==> config.mk <==
export PLATFORM = sky130hd
export DESIGN_NAME = scancode_line_editor_top
export DESIGN_NICKNAME = d
export VERILOG_FILES = /design/src/rtl/core/sle_pkg.sv /design/src/rtl/core/scancode_line_editor_top.sv
export SDC_FILE = /design/constraint.sdc
export NUM_CORES = 1
export LEC_CHECK = 0
export BUFFER_PORTS_ARGS = -buffer_cell sky130_fd_sc_hd__buf_2
export CORE_MARGIN = 5
export CORE_UTILIZATION = 41
export CTS_CLUSTER_DIAMETER = 50
export DETAILED_ROUTE_END_ITERATION = 7
export PLACE_DENSITY_LB_ADDON = 0.15
export SKIP_CTS_REPAIR_TIMING = 1
export SYNTH_ARGS = -nofsm -noshare
export SYNTH_HDL_FRONTEND = slang
export SYNTH_SLANG_ARGS = --single-unit
==> constraint.sdc <==
create_clock -name clock -period 8.69 [get_ports clock]
set_input_delay 1.738 -clock clock [delete_from_list [all_inputs] [get_ports clock]]
set_output_delay 1.738 -clock clock [all_outputs]
set_load 0.01 [all_outputs]
==> src/rtl/core/sle_pkg.sv <==
// Shared types, scancodes and key tables of the scancode line editor.
// No dependencies; used by the top level and its checker.
package sle_pkg;

   localparam int LINE_SIZE = 128;
   localparam int TERMINALS = 3;
   localparam int CNT_W     = 8;
   localparam int TERM_W    = 2;
   localparam int CHAR_W    = 7;
   localparam int POS_W     = 7;

   typedef enum logic [2:0] {
      KIND_STORE  = 3'd0,
      KIND_ERASE  = 3'd1,
      KIND_DONE   = 3'd2,
      KIND_CLEAR  = 3'd3,
      KIND_SWITCH = 3'd4
   } kind_type;

   localparam logic [7:0] SC_CTRL_DN = 8'h1D;
   localparam logic [7:0] SC_CTRL_UP = 8'h9D;
   localparam logic [7:0] SC_LSH_DN  = 8'h2A;
   localparam logic [7:0] SC_LSH_UP  = 8'hAA;
   localparam logic [7:0] SC_RSH_DN  = 8'h36;
   localparam logic [7:0] SC_RSH_UP  = 8'hB6;
   localparam logic [7:0] SC_CAPS    = 8'h3A;
   localparam logic [7:0] SC_ALT_DN  = 8'h38;
   localparam logic [7:0] SC_ALT_UP  = 8'hB8;
   localparam logic [7:0] SC_RET     = 8'h1C;
   localparam logic [7:0] SC_BKSP    = 8'h0E;
   localparam logic [7:0] SC_KEY_L   = 8'h26;
   localparam logic [7:0] SC_KP_STAR = 8'h37;
   localparam logic [7:0] SC_FN1     = 8'h3B;
   localparam logic [7:0] SC_FN3     = 8'h3D;
   localparam logic [7:0] SC_TAB     = 8'h0F;
   localparam logic [7:0] SC_FIRST   = 8'h02;

   localparam logic [CHAR_W-1:0] CHAR_SPACE = 7'h20;

   // Key map. Letters return their lower-case code with the letter flag set and
   // are raised to upper case when exactly one of shift and caps applies. Every
   // other key returns its plain or shifted symbol.
   function automatic logic [CHAR_W-1:0] key_char(input logic [7:0] sc,
                                                  input logic shifted,
                                                  input logic caps);
      logic [CHAR_W-1:0] plain;
      logic [CHAR_W-1:0] shift;
      logic              letter;
      plain  = '0;
      shift  = '0;
      letter = 1'b0;
      unique case (sc)
         8'h02: begin plain = 7'h31; shift = 7'h21; end
         8'h03: begin plain = 7'h32; shift = 7'h40; end
         8'h04: begin plain = 7'h33; shift = 7'h23; end
         8'h05: begin plain = 7'h34; shift = 7'h24; end
         8'h06: begin plain = 7'h35; shift = 7'h25; end
         8'h07: begin plain = 7'h36; shift = 7'h5E; end
         8'h08: begin plain = 7'h37; shift = 7'h26; end
         8'h09: begin plain = 7'h38; shift = 7'h2A; end
         8'h0A: begin plain = 7'h39; shift = 7'h28; end
         8'h0B: begin plain = 7'h30; shift = 7'h29; end
         8'h0C: begin plain = 7'h2D; shift = 7'h5F; end
         8'h0D: begin plain = 7'h3D; shift = 7'h2B; end
         8'h0E: begin plain = 7'h08; shift = 7'h08; end
         8'h0F: begin plain = 7'h20; shift = 7'h20; end
         8'h10: begin plain = 7'h71; letter = 1'b1; end
         8'h11: begin plain = 7'h77; letter = 1'b1; end
         8'h12: begin plain = 7'h65; letter = 1'b1; end
         8'h13: begin plain = 7'h72; letter = 1'b1; end
         8'h14: begin plain = 7'h74; letter = 1'b1; end
         8'h15: begin plain = 7'h79; letter = 1'b1; end
         8'h16: begin plain = 7'h75; letter = 1'b1; end
         8'h17: begin plain = 7'h69; letter = 1'b1; end
         8'h18: begin plain = 7'h6F; letter = 1'b1; end
         8'h19: begin plain = 7'h70; letter = 1'b1; end
         8'h1A: begin plain = 7'h5B; shift = 7'h7B; end
         8'h1B: begin plain = 7'h5D; shift = 7'h7D; end
         8'h1C: begin plain = 7'h0A; shift = 7'h0A; end
         8'h1E: begin plain = 7'h61; letter = 1'b1; end
         8'h1F: begin plain = 7'h73; letter = 1'b1; end
         8'h20: begin plain = 7'h64; letter = 1'b1; end
         8'h21: begin plain = 7'h66; letter = 1'b1; end
         8'h22: begin plain = 7'h67; letter = 1'b1; end
         8'h23: begin plain = 7'h68; letter = 1'b1; end
         8'h24: begin plain = 7'h6A; letter = 1'b1; end
         8'h25: begin plain = 7'h6B; letter = 1'b1; end
         8'h26: begin plain = 7'h6C; letter = 1'b1; end
         8'h27: begin plain = 7'h3B; shift = 7'h3A; end
         8'h28: begin plain = 7'h27; shift = 7'h22; end
         8'h29: begin plain = 7'h60; shift = 7'h7E; end
         8'h2B: begin plain = 7'h5C; shift = 7'h7C; end
         8'h2C: begin plain = 7'h7A; letter = 1'b1; end
         8'h2D: begin plain = 7'h78; letter = 1'b1; end
         8'h2E: begin plain = 7'h63; letter = 1'b1; end
         8'h2F: begin plain = 7'h76; letter = 1'b1; end
         8'h30: begin plain = 7'h62; letter = 1'b1; end
         8'h31: begin plain = 7'h6E; letter = 1'b1; end
         8'h32: begin plain = 7'h6D; letter = 1'b1; end
         8'h33: begin plain = 7'h2C; shift = 7'h3C; end
         8'h34: begin plain = 7'h2E; shift = 7'h3E; end
         8'h35: begin plain = 7'h2F; shift = 7'h3F; end
         8'h39: begin plain = 7'h20; shift = 7'h20; end
         default: begin plain = '0; shift = '0; end
      endcase
      if (letter) begin
         key_char = (shifted ^ caps) ? (plain & 7'h5F) : plain;
      end else begin
         key_char = shifted ? shift : plain;
      end
   endfunction

endpackage

==> src/rtl/core/scancode_line_editor_top.sv <==
// Scancode line editor: set-1 scancodes in, line edit items out.
// Depends on sle_pkg.
//
// Usage
// The req_ channel carries one raw set-1 scancode per item. The rsp_ channel
// carries the line edits that a scancode causes: a stored character, an
// erased character, a finished line, a cleared line or a terminal switch.
// rsp_last marks the final item of one scancode. Modifier codes, ignored codes,
// a full line and backspace on an empty line give no result item at all.
//
// Timing
// A scancode is decoded in the cycle it is accepted and its results sit in the
// result register from the next cycle on. The result register drains one item
// per cycle while the receiver does not stall; a scancode causes one result
// item for most keys and four for a tab that fits. A new scancode is taken in
// the same cycle as the final result of the previous one leaves, so
// single-result keys stream at one per cycle while the receiver is ready.
//
// Reset clears the modifier flags, caps lock, the shown terminal and every
// line count, and empties the result register. When the receiver stalls the
// result register holds its item and req_ready stays low until it drains.
module scancode_line_editor_top (
   input  logic       clock,
   input  logic       reset,
   input  logic       req_valid,
   output logic       req_ready,
   input  logic [7:0] req_scancode,
   output logic       rsp_valid,
   input  logic       rsp_ready,
   output logic [2:0] rsp_kind,
   output logic [6:0] rsp_char_code,
   output logic [6:0] rsp_position,
   output logic [1:0] rsp_terminal,
   output logic       rsp_last
);

   // Editor state.
   logic                          ctrl_ff, ctrl_in;
   logic                          lshift_ff, lshift_in;
   logic                          rshift_ff, rshift_in;
   logic                          alt_ff, alt_in;
   logic                          caps_ff, caps_in;
   logic [sle_pkg::TERM_W-1:0]    shown_ff, shown_in;
   logic [sle_pkg::CNT_W-1:0]     count_ff [sle_pkg::TERMINALS];

   // Result register: one scancode's burst of result items.
   logic                          busy_ff, busy_in;
   sle_pkg::kind_type             kind_ff, kind_in;
   logic [sle_pkg::CHAR_W-1:0]    char_ff, char_in;
   logic [sle_pkg::POS_W-1:0]     pos_ff, pos_in;
   logic [sle_pkg::TERM_W-1:0]    term_ff, term_in;
   logic [1:0]                    left_ff, left_in;

   logic                          take;
   logic                          drained;
   logic                          accept;
   logic [sle_pkg::TERM_W-1:0]    term;
   logic [sle_pkg::CNT_W-1:0]     cnt;
   logic [7:0]                    sc;
   logic [sle_pkg::TERM_W-1:0]    target;
   logic                          tab_fits;
   logic                          has_res;
   logic                          cnt_we;
   logic [sle_pkg::CNT_W-1:0]     cnt_wdata;

   // Handshake: the result register frees up as its final item leaves.
   assign take      = busy_ff && rsp_ready;
   assign drained   = take && (left_ff == 2'd0);
   assign req_ready = !busy_ff || drained;
   assign accept    = req_valid && req_ready;

   assign rsp_valid     = busy_ff;
   assign rsp_kind      = kind_ff;
   assign rsp_char_code = char_ff;
   assign rsp_position  = pos_ff;
   assign rsp_terminal  = term_ff;
   assign rsp_last      = (left_ff == 2'd0);

   // The terminal being edited and its current line count. Only the low bits
   // of the offset from F1 matter, as the switch keys span three codes.
   assign sc        = req_scancode;
   assign term      = (shown_ff < sle_pkg::TERMINALS) ? shown_ff : '0;
   assign cnt       = count_ff[term];
   assign target    = sc[sle_pkg::TERM_W-1:0] - sle_pkg::SC_FN1[sle_pkg::TERM_W-1:0];
   assign tab_fits  = ({1'b0, cnt} + 9'd3) < 9'(sle_pkg::LINE_SIZE);

   // Decode of one scancode. The checks run in the order the editor defines:
   // modifiers first, then terminal switching, then the key range filter and
   // finally the editing keys.
   always_comb begin
      ctrl_in   = ctrl_ff;
      lshift_in = lshift_ff;
      rshift_in = rshift_ff;
      alt_in    = alt_ff;
      caps_in   = caps_ff;
      shown_in  = shown_ff;
      cnt_we    = 1'b0;
      cnt_wdata = cnt;
      has_res   = 1'b0;
      kind_in   = sle_pkg::KIND_STORE;
      char_in   = '0;
      pos_in    = '0;
      term_in   = term;
      left_in   = 2'd0;
      if (accept) begin
         priority if (sc == sle_pkg::SC_CTRL_DN) begin
            ctrl_in = 1'b1;
         end else if (sc == sle_pkg::SC_CTRL_UP) begin
            ctrl_in = 1'b0;
         end else if (sc == sle_pkg::SC_LSH_DN) begin
            lshift_in = 1'b1;
         end else if (sc == sle_pkg::SC_LSH_UP) begin
            lshift_in = 1'b0;
         end else if (sc == sle_pkg::SC_RSH_DN) begin
            rshift_in = 1'b1;
         end else if (sc == sle_pkg::SC_RSH_UP) begin
            rshift_in = 1'b0;
         end else if (sc == sle_pkg::SC_CAPS) begin
            caps_in = !caps_ff;
         end else if (sc == sle_pkg::SC_ALT_DN) begin
            alt_in = 1'b1;
         end else if (sc == sle_pkg::SC_ALT_UP) begin
            alt_in = 1'b0;
         end else if (alt_ff && sc >= sle_pkg::SC_FN1 && sc <= sle_pkg::SC_FN3) begin
            // A switch to a terminal that does not exist is dropped.
            if (target < sle_pkg::TERMINALS) begin
               shown_in = target;
               has_res  = 1'b1;
               kind_in  = sle_pkg::KIND_SWITCH;
               term_in  = target;
            end
         end else if (sc < sle_pkg::SC_FIRST || sc >= sle_pkg::SC_FN1 ||
                      sc == sle_pkg::SC_KP_STAR) begin
            // Outside the key range: nothing happens.
         end else if (sc == sle_pkg::SC_BKSP) begin
            if (cnt != '0) begin
               cnt_we    = 1'b1;
               cnt_wdata = cnt - 8'd1;
               has_res   = 1'b1;
               kind_in   = sle_pkg::KIND_ERASE;
               pos_in    = cnt_wdata[sle_pkg::POS_W-1:0];
            end
         end else if (sc == sle_pkg::SC_RET) begin
            has_res = 1'b1;
            kind_in = sle_pkg::KIND_DONE;
         end else if (ctrl_ff && sc == sle_pkg::SC_KEY_L) begin
            cnt_we    = 1'b1;
            cnt_wdata = '0;
            has_res   = 1'b1;
            kind_in   = sle_pkg::KIND_CLEAR;
         end else if (sc == sle_pkg::SC_TAB && tab_fits) begin
            // Four spaces; the result register steps the position itself.
            cnt_we    = 1'b1;
            cnt_wdata = cnt + 8'd4;
            has_res   = 1'b1;
            char_in   = sle_pkg::CHAR_SPACE;
            pos_in    = cnt[sle_pkg::POS_W-1:0];
            left_in   = 2'd3;
         end else if (cnt < sle_pkg::LINE_SIZE) begin
            cnt_we    = 1'b1;
            cnt_wdata = cnt + 8'd1;
            has_res   = 1'b1;
            char_in   = sle_pkg::key_char(sc, lshift_ff || rshift_ff, caps_ff);
            pos_in    = cnt[sle_pkg::POS_W-1:0];
         end else begin
            // Line full: the key is dropped.
         end
      end
   end

   assign busy_in = accept ? has_res : (busy_ff && !drained);

   always_ff @(posedge clock) begin
      if (reset) begin
         busy_ff   <= 1'b0;
         left_ff   <= 2'd0;
         ctrl_ff   <= 1'b0;
         lshift_ff <= 1'b0;
         rshift_ff <= 1'b0;
         alt_ff    <= 1'b0;
         caps_ff   <= 1'b0;
         shown_ff  <= '0;
         for (int i = 0; i < sle_pkg::TERMINALS; i++) begin
            count_ff[i] <= '0;
         end
      end else begin
         busy_ff   <= busy_in;
         ctrl_ff   <= ctrl_in;
         lshift_ff <= lshift_in;
         rshift_ff <= rshift_in;
         alt_ff    <= alt_in;
         caps_ff   <= caps_in;
         shown_ff  <= shown_in;
         if (cnt_we) begin
            count_ff[term] <= cnt_wdata;
         end
         if (accept) begin
            left_ff <= left_in;
         end else if (take && !drained) begin
            left_ff <= left_ff - 2'd1;
         end
      end
   end

   // Payload of the result register; a tab burst advances the position as
   // each space leaves.
   always_ff @(posedge clock) begin
      if (accept) begin
         kind_ff <= kind_in;
         char_ff <= char_in;
         pos_ff  <= pos_in;
         term_ff <= term_in;
      end else if (take && !drained) begin
         pos_ff <= pos_ff + 7'd1;
      end
   end

endmodule

Word-level counts from Yosys, hierarchy flattened. Memories as Yosys holds them, arrays and structs flattened. Cells that the tools add are included.

Bits in writable memories: 24. Memories: 1. Input port bits: 12. Output and inout bits: 22. Logic and storage cells: 282. Flip-flop bits (word level): 29.

Memories: count_ff (words 3, bits a word 8, read ports 1, clocked after Yosys merged registers in 0, write ports 3, RTL line scancode_line_editor_top.sv:44) `logic [sle_pkg::CNT_W-1:0] count_ff [sle_pkg::TERMINALS];`.

Add/sub/neg operators: 7. Muxes and demuxes: 147. Bitwise operators: 11. Order comparisons: 7. Reductions and logical operators: 35. Equal/unequal tests: 61.

Operators with widths (count): case mux 7 bit (48 select lines) (1); == test 8 x 6 -> 1 bit, second input constant (27); case mux 7 bit (22 select lines) (1); 2-to-1 mux 8 bit (19); 2-to-1 mux 7 bit (21); == test 8 x 5 -> 1 bit, second input constant (16); 2-to-1 mux 1 bit (66); == test 8 x 4 -> 1 bit, second input constant (8); 2-to-1 mux 2 bit (32); == test 8 x 3 -> 1 bit, second input constant (4); == test 8 bit, second input constant (4); OR reduction 26 bit (1); 2-to-1 mux 6 bit (3); == test 8 x 2 -> 1 bit, second input constant (2); OR reduction 16 bit (1); OR reduction 14 bit (1); 2-to-1 mux 3 bit (4); AND reduction 12 bit (1); NOT 1 bit (10); nonzero test 2 bit (5); adder 8 x 2 -> 9 bit, second input constant (1); logical AND 1 bit (9); < comparator 9 x 8 -> 1 bit, second input constant (1); AND reduction 9 bit (1); other kinds (23) (29).

Logic depth before layout (Yosys ltp). Gate-level depths: netlist (run 1). An unclocked memory read counts as a cell.

Word-level depth: 27. Gate-level depth with buffers: 14. Mapped depth without buffers: 12.

Worst setup path after synthesis (run 1). No wires, ideal clock.

Path kind: input -> register. Start: input req_scancode[5]. End: memory count_ff[3][0] (netlist bit) (enable). Data required time: 8.320 ns. Path slack: 4.490 ns. Library setup time: 0.370 ns. Stages: 8. Arrival time: 3.830 ns. Buffers on the path: 1. Cell sequence: clkbuf_1 > nor4_2 > nand3_1 > a31oi_4 > a21oi_1 > o31ai_2 > nand3_2 > nor2_1.

RTL lines: start, declared (RTL line scancode_line_editor_top.sv:27) `input logic [7:0] req_scancode,`; end, declared (RTL line scancode_line_editor_top.sv:44).

==> results of run 1 <==
## final cells by class
class	instances	share of cell area, %
inverter	25	1.70
clock buffer	9	4.09
clock inverter	7	1.48
multi-input combinational	458	54.4
sequential	61	31.4
tap	147	3.34
timing repair buffer	37	3.54
## path summary, 6_finish.rpt
path / to / slack [ns] / from / depth (start not counted)
setup reg to reg: count_ff[3][1] / 4.02 / shown_ff[1] / 12
hold / removal: ctrl_ff / 0.49 / ctrl_ff / 2
setup / recovery: count_ff[3][1] / 3.74 / req_scancode[0] / 9
hold reg to reg: ctrl_ff / 0.49 / ctrl_ff / 2
## logic make-up after synthesis
family          count (synthesis)  share of synthesized area [%]
xor+xnor                       11                           1.93
simple gates                  239                           25.0
compound gates                175                           23.3
fa+ha+maj                      17                           4.20
mux                            16                           5.27
flops                          61                           34.6
buf+inv                        68                           5.62
## per-stage QoR
step | setup WS, ns | cell area (sq um)
2_1_floorplan | 4.49 | 5000
3_3_place_gp | 3.54 | 5200
3_5_place_dp | 3.45 | 5200
4_1_cts | 3.76 | 5510
5_1_grt | 3.49 | 5510
6_report | 3.74 | 5510
## routing by layer
| metal | wire length [microns] | global-route usage, % | vias to the layer above |
|---|---|---|---|
| met5 | 0 | 0 | - |
| met3 | 1540 | 5.00 | 18 |
| met2 | 6720 | 31.9 | 268 |
| li1 | - | - | 2211 |
| met4 | 170 | 4.46 | 0 |
| met1 | 6690 | 30.4 | 2273 |
## flip-flops by register name (all words and copies together), names as in the netlist
register,flops
ctrl_ff,1
rsp_char_code,7
rshift_ff,1
count_ff,32
left_ff,2
alt_ff,1
shown_ff,2
rsp_terminal,2
rsp_position,7
caps_ff,1
rsp_kind,3
rsp_valid,1
lshift_ff,1
## critical path, cell delays in order
cell     delay (ns)
buf_2          0.12
ha_1           0.46
maj3_1         0.46
a22oi_1        0.31
and4_1         0.32
nand2_1        0.33
nor2_1         0.38
nand3_2        0.24
nor2_1         0.55
## report_power, final
| part | internal [mW] | total, mW | switching, mW |
|---|---|---|---|
| sequential | 0.329 | 0.335 | 0.00606 |
| clock | 0.226 | 0.370 | 0.144 |
| combinational | 0.0407 | 0.127 | 0.0860 |
| total | 0.596 | 0.832 | 0.237 |
## cells in the mapped netlist, types with 13 or more instances
master	n	area share [%]
nand3_1	19	1.9
ha_1	16	4.0
buf_2	15	1.5
nor3_1	13	1.3
inv_1	24	1.8
nor2_1	65	4.9
o21ai_0	31	3.1
a21oi_1	51	5.1
clkbuf_1	25	1.9
nand2_1	56	4.2
edfxtp_1	51	31
==> flow_metrics.py, run 1 <==
metrics = {
    "floorplanning": {
        "die_h_microns": 120,
        "die-area_sq_mm": 0.0145,
        "ioPinCount": 34,
        "start_util_pct": 41.7,
        "design.core.area_sq_mm": 0.0120,
        "rows": 40,
        "die_w_microns": 120,
    },
    "drt": {
        "drt-wirelength-per-cell_microns": 20.3,
        "vias": 4770,
        "initialDrtViolationCount": 529,
        "via_per_inst": 6.41,
        "remaining_drc_errors": 0,
        "drtAntennaViolNets": 0,
        "wirelength_microns": 15100,
        "first_pass_iters": 5,
    },
    "finish": {
        "nNetsFinal": 620,
        "diodes": 0,
        "fin_util_pct": 45.9,
        "final_common_cell": "nor2_1",
        "ff_latch_area_sq_mm": 0.00173,
        "drive_above_1_share_pct": 15.6,
        "synthToLayoutAreaGrowth_pct": 10.1,
        "final_cell_mix": "65 x nor2_1, 56 x nand2_1, 51 x a21oi_1, 51 x edfxtp_1, 33 x buf_2",
        "fillers": 1147,
        "instances_no_fill": 744,
        "multi_input_area_sq_mm": 0.00300,
    },
    "timing": {
        "whs_ns": 0.486,
        "tns_ns": 0,
        "finalClockSkew_ns": 0.00805,
        "rsz0062_at_grt": "false",
        "finalCriticalPeriod_ns": 4.95,
        "hold_violations": 0,
        "post-route-period-util_pct": 57.0,
        "tightest_slew_ns": 0.952,
        "fmax_mhz": 202,
        "max_slew_margin_pct": 36.4,
        "setup_violations": 0,
        "slew_violations": 0,
    },
    "global_route": {
        "grt_start_max_net_pins": 40,
        "grtUsageTotal_pct": 21.0,
        "grt_pass1_vias": 4387,
        "gr-total-overflow": 0,
        "antenna_found_initial": 0,
        "grt_pass1_wl_microns": 24000,
    },
    "outcome": {
        "outcome": "finished, final reports clean",
    },
    "setup_path": {
        "cp_max_fo": 21,
        "cp.arrival_ns": 4.92,
        "critical_path.startpoint_type": "input pin",
        "end_kind": "flop",
        "required_ns": 8.66,
        "critPathKind": "input pin to flop",
    },
    "synth": {
        "yosysSeqAreaShare_pct": 34.6,
        "synth.ff_latch_count": 61,
        "yosys_warnings": 0,
        "syn_area_per_cell_sq_um": 8.53,
        "synthArstFlopShare_pct": 0,
        "synth_cell_type_count": 80,
        "synthesis.nets": 615,
        "synth_cells": 587,
        "synth_edf_count": 51,
        "syn_area_sq_mm": 0.00500,
        "synth-main-ff-cell": "edfxtp_1",
    },
    "placed_design": {
        "portBuffers": 33,
        "place_congestion": 0.951,
        "dp.cells": 728,
        "hpwlAfterDp_microns": 10800,
    },
    "cts": {
        "cts-htree-levels": 3,
        "cts_buffers": 9,
        "clk_pin_slew_ns": 0.06,
        "cts_tree": "done",
        "root_buffer": "clkbuf_16",
        "clockBufferDepth": 2,
        "cts.sinks": 61,
        "worstSkewPairLatency_ns": 0.34,
    },
    "pwr": {
        "worst_ir_drop_vdd_v": 0.0000986,
        "power_density_mw_per_mm2": 151,
        "power_leakage_nw": 1.98,
        "finalPower_uw": 832,
    },
    "run": {
        "maxCapViolCount": 0,
    },
    "worst_hold_path": {
        "hp-class": "flop to flop",
    },
}
Power figures use the tool's default switching activity.
==> inputs of run 2 (changes only) <==
==> constraint.sdc (replaced) <==
create_clock -name clock -period 4.4 [get_ports clock]
set_input_delay 0.88 -clock clock [delete_from_list [all_inputs] [get_ports clock]]
set_output_delay 0.88 -clock clock [all_outputs]
set_load 0.01 [all_outputs]
==> run 2 against run 1 <==
Sequential power rose by 98%. Clock power increased by 86%. Combinational power up 100%. First-iteration DRC count is 10% lower. Setup slack worse by 3.4 ns. Global-route usage increased by 0.058 points. Critical path type is now flop to flop. Clock-buffer cell count grew 1. Largest cell class unchanged. Utilization rose by 1.3 points. Flip-flop and latch count stayed put.
==> flow_metrics.py, run 2 (synthesized netlist as in run 1, its figures left out) <==
metrics = {
    "setup_path": {
        "cp.arrival_ns": 4.02,
        "worst-path-buf-inv": 2,
        "cpMostUsedCell": "inv_1",
        "cp_slowest_cell": "mux4_2",
        "required_ns": 4.38,
        "path_delay_family": "compound AO/OA/AOI/OAI gates",
        "cp_max_fo": 11,
        "critical_path.startpoint_type": "flop",
        "slowest_delay_ns": 0.57,
        "critPathKind": "flop to flop",
        "path_cells": "inv_1 > ha_2 > mux4_2 > inv_1 > ha_1 > or3b_2 > o22ai_1 > a31oi_4 > a21oi_1 > o31ai_2 > nand3_2 > nand2b_1",
        "end_kind": "flop",
    },
    "drt": {
        "drtAntennaViolNets": 0,
        "vias": 4801,
        "first_pass_iters": 7,
        "via_per_inst": 6.28,
        "remaining_drc_errors": 0,
        "drt-wirelength-per-cell_microns": 19.7,
        "initialDrtViolationCount": 476,
        "wirelength_microns": 15100,
    },
    "floorplanning": {
        "die_w_microns": 120,
        "ioPinCount": 34,
        "start_util_pct": 41.7,
        "die-area_sq_mm": 0.0145,
        "design.core.area_sq_mm": 0.0120,
        "die_h_microns": 120,
        "rows": 40,
    },
    "finish": {
        "multi_input_area_sq_mm": 0.00300,
        "final_cell_mix": "65 x nor2_1, 56 x nand2_1, 51 x a21oi_1, 51 x edfxtp_1, 33 x buf_2",
        "instances_no_fill": 765,
        "synthToLayoutAreaGrowth_pct": 13.1,
        "final_common_cell": "nor2_1",
        "fillers": 1149,
        "diodes": 0,
        "top_register": "count_ff",
        "nNetsFinal": 642,
        "design_area_sq_mm": 0.00566,
        "ff_latch_area_sq_mm": 0.00173,
        "largest_reg_flops": 32,
        "drive_above_1_share_pct": 18.4,
    },
    "pwr": {
        "seqPwrFrac_pct": 41.1,
        "p_switching_uw": 435,
        "p_comb_share_pct": 16.1,
        "worst_ir_drop_vdd_v": 0.000220,
        "power_density_mw_per_mm2": 285,
        "power_frac_clock_pct": 42.8,
        "power_leakage_nw": 2.07,
        "switching_share_pct": 27.0,
        "p_int_mw": 1.18,
        "finalPower_mw": 1.61,
    },
    "global_route": {
        "grt_pass1_wl_microns": 24300,
        "antenna_found_initial": 0,
        "grt_pass1_vias": 4535,
        "grt_start_max_net_pins": 26,
        "grtUsageTotal_pct": 21.0,
        "gr-total-overflow": 0,
    },
    "timing": {
        "setup_violations": 0,
        "whs_ns": 0.474,
        "tightest_slew_ns": 0.920,
        "fmax_mhz": 248,
        "finalCriticalPeriod_ns": 4.03,
        "finalClockSkew_ns": 0.00742,
        "slew_violations": 0,
        "tns_ns": 0,
        "max_slew_margin_pct": 38.6,
        "rsz0062_at_grt": "false",
        "hold_violations": 0,
        "post-route-period-util_pct": 91.7,
    },
    "cts": {
        "cts.sinks": 61,
        "cts-htree-levels": 3,
        "cts_tree": "done",
        "cts_buffers": 9,
        "clk_pin_slew_ns": 0.06,
        "root_buffer": "clkbuf_16",
        "clockBufferDepth": 2,
        "worstSkewPairLatency_ns": 0.33,
    },
    "placed_design": {
        "hpwlAfterDp_microns": 10900,
        "place_congestion": 0.945,
        "portBuffers": 33,
        "placed_area_sq_mm": 0.00537,
        "dp.cells": 750,
    },
    "run": {
        "maxCapViolCount": 0,
    },
    "worst_hold_path": {
        "hp-class": "flop to flop",
    },
    "outcome": {
        "outcome": "finished, final reports clean",
    },
}
## run 2: changes by cell type in the layout (fill, tap and decap cells not counted)
cell	previous run	this run
buf_4	4	26
inv_6	3	0
clkbuf_1	0	1
clkinvlp_4	1	2
ha_1	16	15
ha_2	0	1
## run 2: worst register-to-register path, stage by stage (launching register included)
cell and delay (ns):
dfxtp_1 0.32, inv_1 0.09, ha_2 0.40, mux4_2 0.58, inv_1 0.16, ha_1 0.31
or3b_2 0.16, o22ai_1 0.10, a31oi_4 0.29, a21oi_1 0.15, o31ai_2 0.40, nand3_2 0.31
nand2b_1 0.41
## run 2: path summary, 6_finish.rpt
kind                                        to         from  slack, ns  cells after the start
worst max-delay path            count_ff[2][5]  shown_ff[1]       0.37                     12
worst min register to register         ctrl_ff      ctrl_ff       0.47                      2
worst max register to register  count_ff[2][5]  shown_ff[1]       0.37                     12
worst min-delay path                   ctrl_ff      ctrl_ff       0.47                      2
## run 2: cell type report
cell class | count | area share [%]
Clock inverter | 5 | 1.10
Tap cell | 147 | 3.25
Timing Repair Buffer | 59 | 6.36
Inverter | 25 | 1.66
Sequential cell | 61 | 30.6
Clock buffer | 10 | 4.04
Multi-Input combinational cell | 458 | 53.0
## run 2: stage by stage
| stage | util (%) | setup WS [ns] |
|---|---|---|
| finish | 47.1 | 0.365 |
| global route | 47.1 | 0.0568 |
| CTS | 47.1 | 0.138 |
| detailed placement | 44.7 | 0.168 |
| global placement | 44.7 | 0.300 |
| floorplan | - | 0.724 |
## run 2: per-layer routing
layer  wire [microns]  up-vias  GRT usage, %
li1                 -     2267             -
met1             7070     2272          31.1
met2             6590      239          31.0
met3             1150       23          3.88
met4              250        0          6.52
met5                0        -             0
## run 2: power by group through the flow
stage | sequential, mW | combinational [mW] | clock [mW]
3_5_place_dp | 0.674 | 0.255 | 0
5_1_grt | 0.664 | 0.285 | 0.727
4_1_cts | 0.662 | 0.256 | 0.703
2_1_floorplan | 0.677 | 0.169 | 0
6_report | 0.662 | 0.260 | 0.689
3_3_place_gp | 0.673 | 0.254 | 0
==> inputs of run 3 (changes only) <==
--- a/config.mk
+++ b/config.mk
@@ -5,7 +5,9 @@
 export SDC_FILE = /design/constraint.sdc
 export NUM_CORES = 1
 export LEC_CHECK = 0
+export ABC_AREA = 1
 export BUFFER_PORTS_ARGS = -buffer_cell sky130_fd_sc_hd__buf_2
+export CORE_ASPECT_RATIO = 1.4
 export CORE_MARGIN = 5
 export CORE_UTILIZATION = 41
 export CTS_CLUSTER_DIAMETER = 50
==> run 3 against run 2 <==
Final cell count up 19%. Sequential power about the same. Hold slack worse by 0.027 ns. Non-clock buffer count down 18. Total power down 5.0%. Clock-buffer cell count up 2. Highest routed layer unchanged. Global-route usage up 4.0 points.
==> flow_metrics.py, run 3 <==
metrics = {
    "setup_path": {
        "required_ns": 4.40,
        "critical_path.startpoint_type": "flop",
        "r2r_setup_slack_ns": 0.82,
        "worst-path-buf-inv": 3,
        "end_kind": "flop",
        "critPathLaunch": "shown_ff[0]",
        "r2r_start": "shown_ff[0]",
        "cp.arrival_ns": 3.59,
        "path_cells": "inv_1 > ha_1 > inv_2 > nand3_1 > nand2_2 > inv_1 > ha_1 > nand2_1 > nor2_2 > a21boi_4 > nand3_4 > nand2_2 > o21ai_1 > nand2_2 > nand3_2 > nand2_1",
        "cpMostUsedCell": "nand2_2",
        "timing.rr.end": "count_ff[2][7]",
        "reg2reg_depth": 16,
        "cp_max_fo": 12,
        "critPathKind": "flop to flop",
        "path_delay_family": "simple AND/OR/NAND/NOR gates",
        "slowest_delay_ns": 0.36,
        "cp_slowest_cell": "dfxtp_1",
    },
    "floorplanning": {
        "design.core.area_sq_mm": 0.0119,
        "ioPinCount": 34,
        "die_w_microns": 103,
        "rows": 47,
        "die_h_microns": 141,
        "start_util_pct": 42.1,
        "die-area_sq_mm": 0.0145,
    },
    "timing": {
        "tightest_slew_ns": 0.817,
        "finalClockSkew_ns": 0.0140,
        "setup_violations": 0,
        "setup_slack_ns": 0.815,
        "tns_ns": 0,
        "slew_violations": 0,
        "whs_ns": 0.447,
        "max_slew_margin_pct": 45.0,
        "rsz0062_at_grt": "false",
        "finalCriticalPeriod_ns": 3.58,
        "hold_violations": 0,
        "fmax_mhz": 279,
        "post-route-period-util_pct": 81.5,
    },
    "synth": {
        "yosysSeqAreaShare_pct": 34.6,
        "synthTopCellsByCount": "188 x nand2_1, 91 x inv_1, 82 x nor2_1",
        "synth_edf_count": 51,
        "yosys.cell_count.top_type": "nand2_1",
        "synth.ff_latch_count": 61,
        "synth_cell_type_count": 48,
        "synth-main-ff-cell": "edfxtp_1",
        "syn_area_sq_mm": 0.00500,
        "yosysTopAreaCell": "edfxtp_1",
        "netlist.area_leader.share_pct": 30.6,
        "synthesis.nets": 749,
        "synthArstFlopShare_pct": 0,
        "synth_cells": 721,
        "syn_area_per_cell_sq_um": 6.94,
        "yosys-top-cells-area": "edfxtp_1 31%, nand2_1 14%, inv_1 6.8%, nor2_1 6.2%, nand3_1 5.2%",
        "yosys_warnings": 0,
    },
    "finish": {
        "drive_above_1_share_pct": 13.5,
        "multi_input_area_sq_mm": 0.00281,
        "ff_latch_area_sq_mm": 0.00173,
        "largest_reg_flops": 32,
        "diodes": 0,
        "synthToLayoutAreaGrowth_pct": 11.5,
        "final_cell_mix": "188 x nand2_1, 91 x inv_1, 82 x nor2_1",
        "fillers": 1258,
        "fin_util_pct": 47.0,
        "top_register": "count_ff",
        "nNetsFinal": 786,
        "final_common_cell": "nand2_1",
    },
    "pwr": {
        "worst_ir_drop_vdd_v": 0.000185,
        "power_leakage_nw": 2.60,
        "power_density_mw_per_mm2": 274,
    },
    "placed_design": {
        "pre_cts_ws_ns": 0.820,
        "hpwlAfterDp_microns": 13600,
        "place_congestion": 1.01,
        "portBuffers": 33,
    },
    "drt": {
        "via_per_inst": 5.72,
        "drt-wirelength-per-cell_microns": 19.5,
        "vias": 5209,
        "drtAntennaViolNets": 0,
        "remaining_drc_errors": 0,
        "initialDrtViolationCount": 439,
        "wirelength_microns": 17700,
        "first_pass_iters": 5,
    },
    "worst_hold_path": {
        "whs_path_depth": 2,
        "hp-class": "flop to flop",
        "worstHoldEndpoint": "rshift_ff",
        "worstHoldStart": "rshift_ff",
    },
    "cts": {
        "root_buffer": "clkbuf_16",
        "cts_buffers": 9,
        "cts_tree": "done",
        "worstSkewPairLatency_ns": 0.35,
        "cts.sinks": 61,
        "cts-htree-levels": 3,
        "clockBufferDepth": 2,
        "clk_pin_slew_ns": 0.06,
    },
    "outcome": {
        "outcome": "finished, final reports clean",
    },
    "global_route": {
        "grt_pass1_vias": 5100,
        "antenna_found_initial": 0,
        "grt_pass1_wl_microns": 27500,
        "grt_start_max_net_pins": 24,
        "grt-busiest-layer": "met2",
        "grtUsageTotal_pct": 25.0,
        "grtUsageMet1_pct": 27.2,
        "gr-usage-met3_pct": 4.10,
        "use_met2_pct": 44.8,
        "gr-total-overflow": 0,
    },
    "run": {
        "maxCapViolCount": 0,
    },
}
-- run 3: cell count changes after synthesis, sizes merged, moves of 9 or more --
cell / delta
nand3: +38
o21ai: +10
clkbuf: -23
nand2: +146
inv: +72
nor2: +29
and2: -9
-- run 3: where the power goes --
part	total, mW	internal, mW	leakage (nW)	switching [mW]
clock network	0.647	0.380	0.119	0.267
registers	0.661	0.650	0.596	0.0104
logic	0.223	0.0651	1.88	0.158
total	1.53	1.10	2.60	0.435
-- run 3: logic make-up after synthesis --
family	share of synthesized area (%)
simple gates	37.6
compound gates	13.8
buf+inv	9.20
flops	34.6
fa+ha+maj	4.00
xor+xnor	0.875
-- run 3: through the flow --
step / area [sq um] / cells / total power [mW]
6_report: 5580 / 910 / 1.53
5_1_grt: 5580 / 910 / 1.59
4_1_cts: 5580 / 910 / 1.53
3_5_place_dp: 5320 / 894 / 0.892
3_3_place_gp: 5320 / 894 / 0.890
2_1_floorplan: 5000 / 721 / 0.813
-- run 3: layer usage --
layer	part of all wire, %	vias up	routed length, microns
li1	-	2485	-
met1	36	2390	6370
met2	53	264	9380
met3	5.7	70	1000
met4	5.4	0	958
met5	0	-	0
-- run 3: how the worst max path moves through the flow --
stage / depth (start not counted) / slack (ns) / to
after global routing: 16 / 0.56 / count_ff[2][7]
final: 16 / 0.82 / count_ff[2][7]
after floorplan: 12 / 1.28 / count_ff[3][0]
after CTS: 16 / 0.80 / count_ff[2][7]
after global placement: 16 / 0.86 / count_ff[2][3]
after detailed placement: 16 / 0.82 / count_ff[2][0]
-- run 3: final cells by class --
class	count	share of cell area [%]
Tap cell	147	3.30
Clock inverter	4	0.493
Multi-Input combinational cell	548	50.4
Inverter	97	6.52
Timing Repair Buffer	41	4.04
Clock buffer	12	4.24
Sequential cell	61	31.0
-- run 3: worst reg2reg max path, cell delays in order (launching register included) --
cell and delay (ns):
dfxtp_1 0.36, inv_1 0.08, ha_1 0.22, inv_2 0.21, nand3_1 0.19, nand2_2 0.25
inv_1 0.20, ha_1 0.26, nand2_1 0.12, nor2_2 0.07, a21boi_4 0.18, nand3_4 0.18
nand2_2 0.18, o21ai_1 0.10, nand2_2 0.11, nand3_2 0.20, nand2_1 0.34
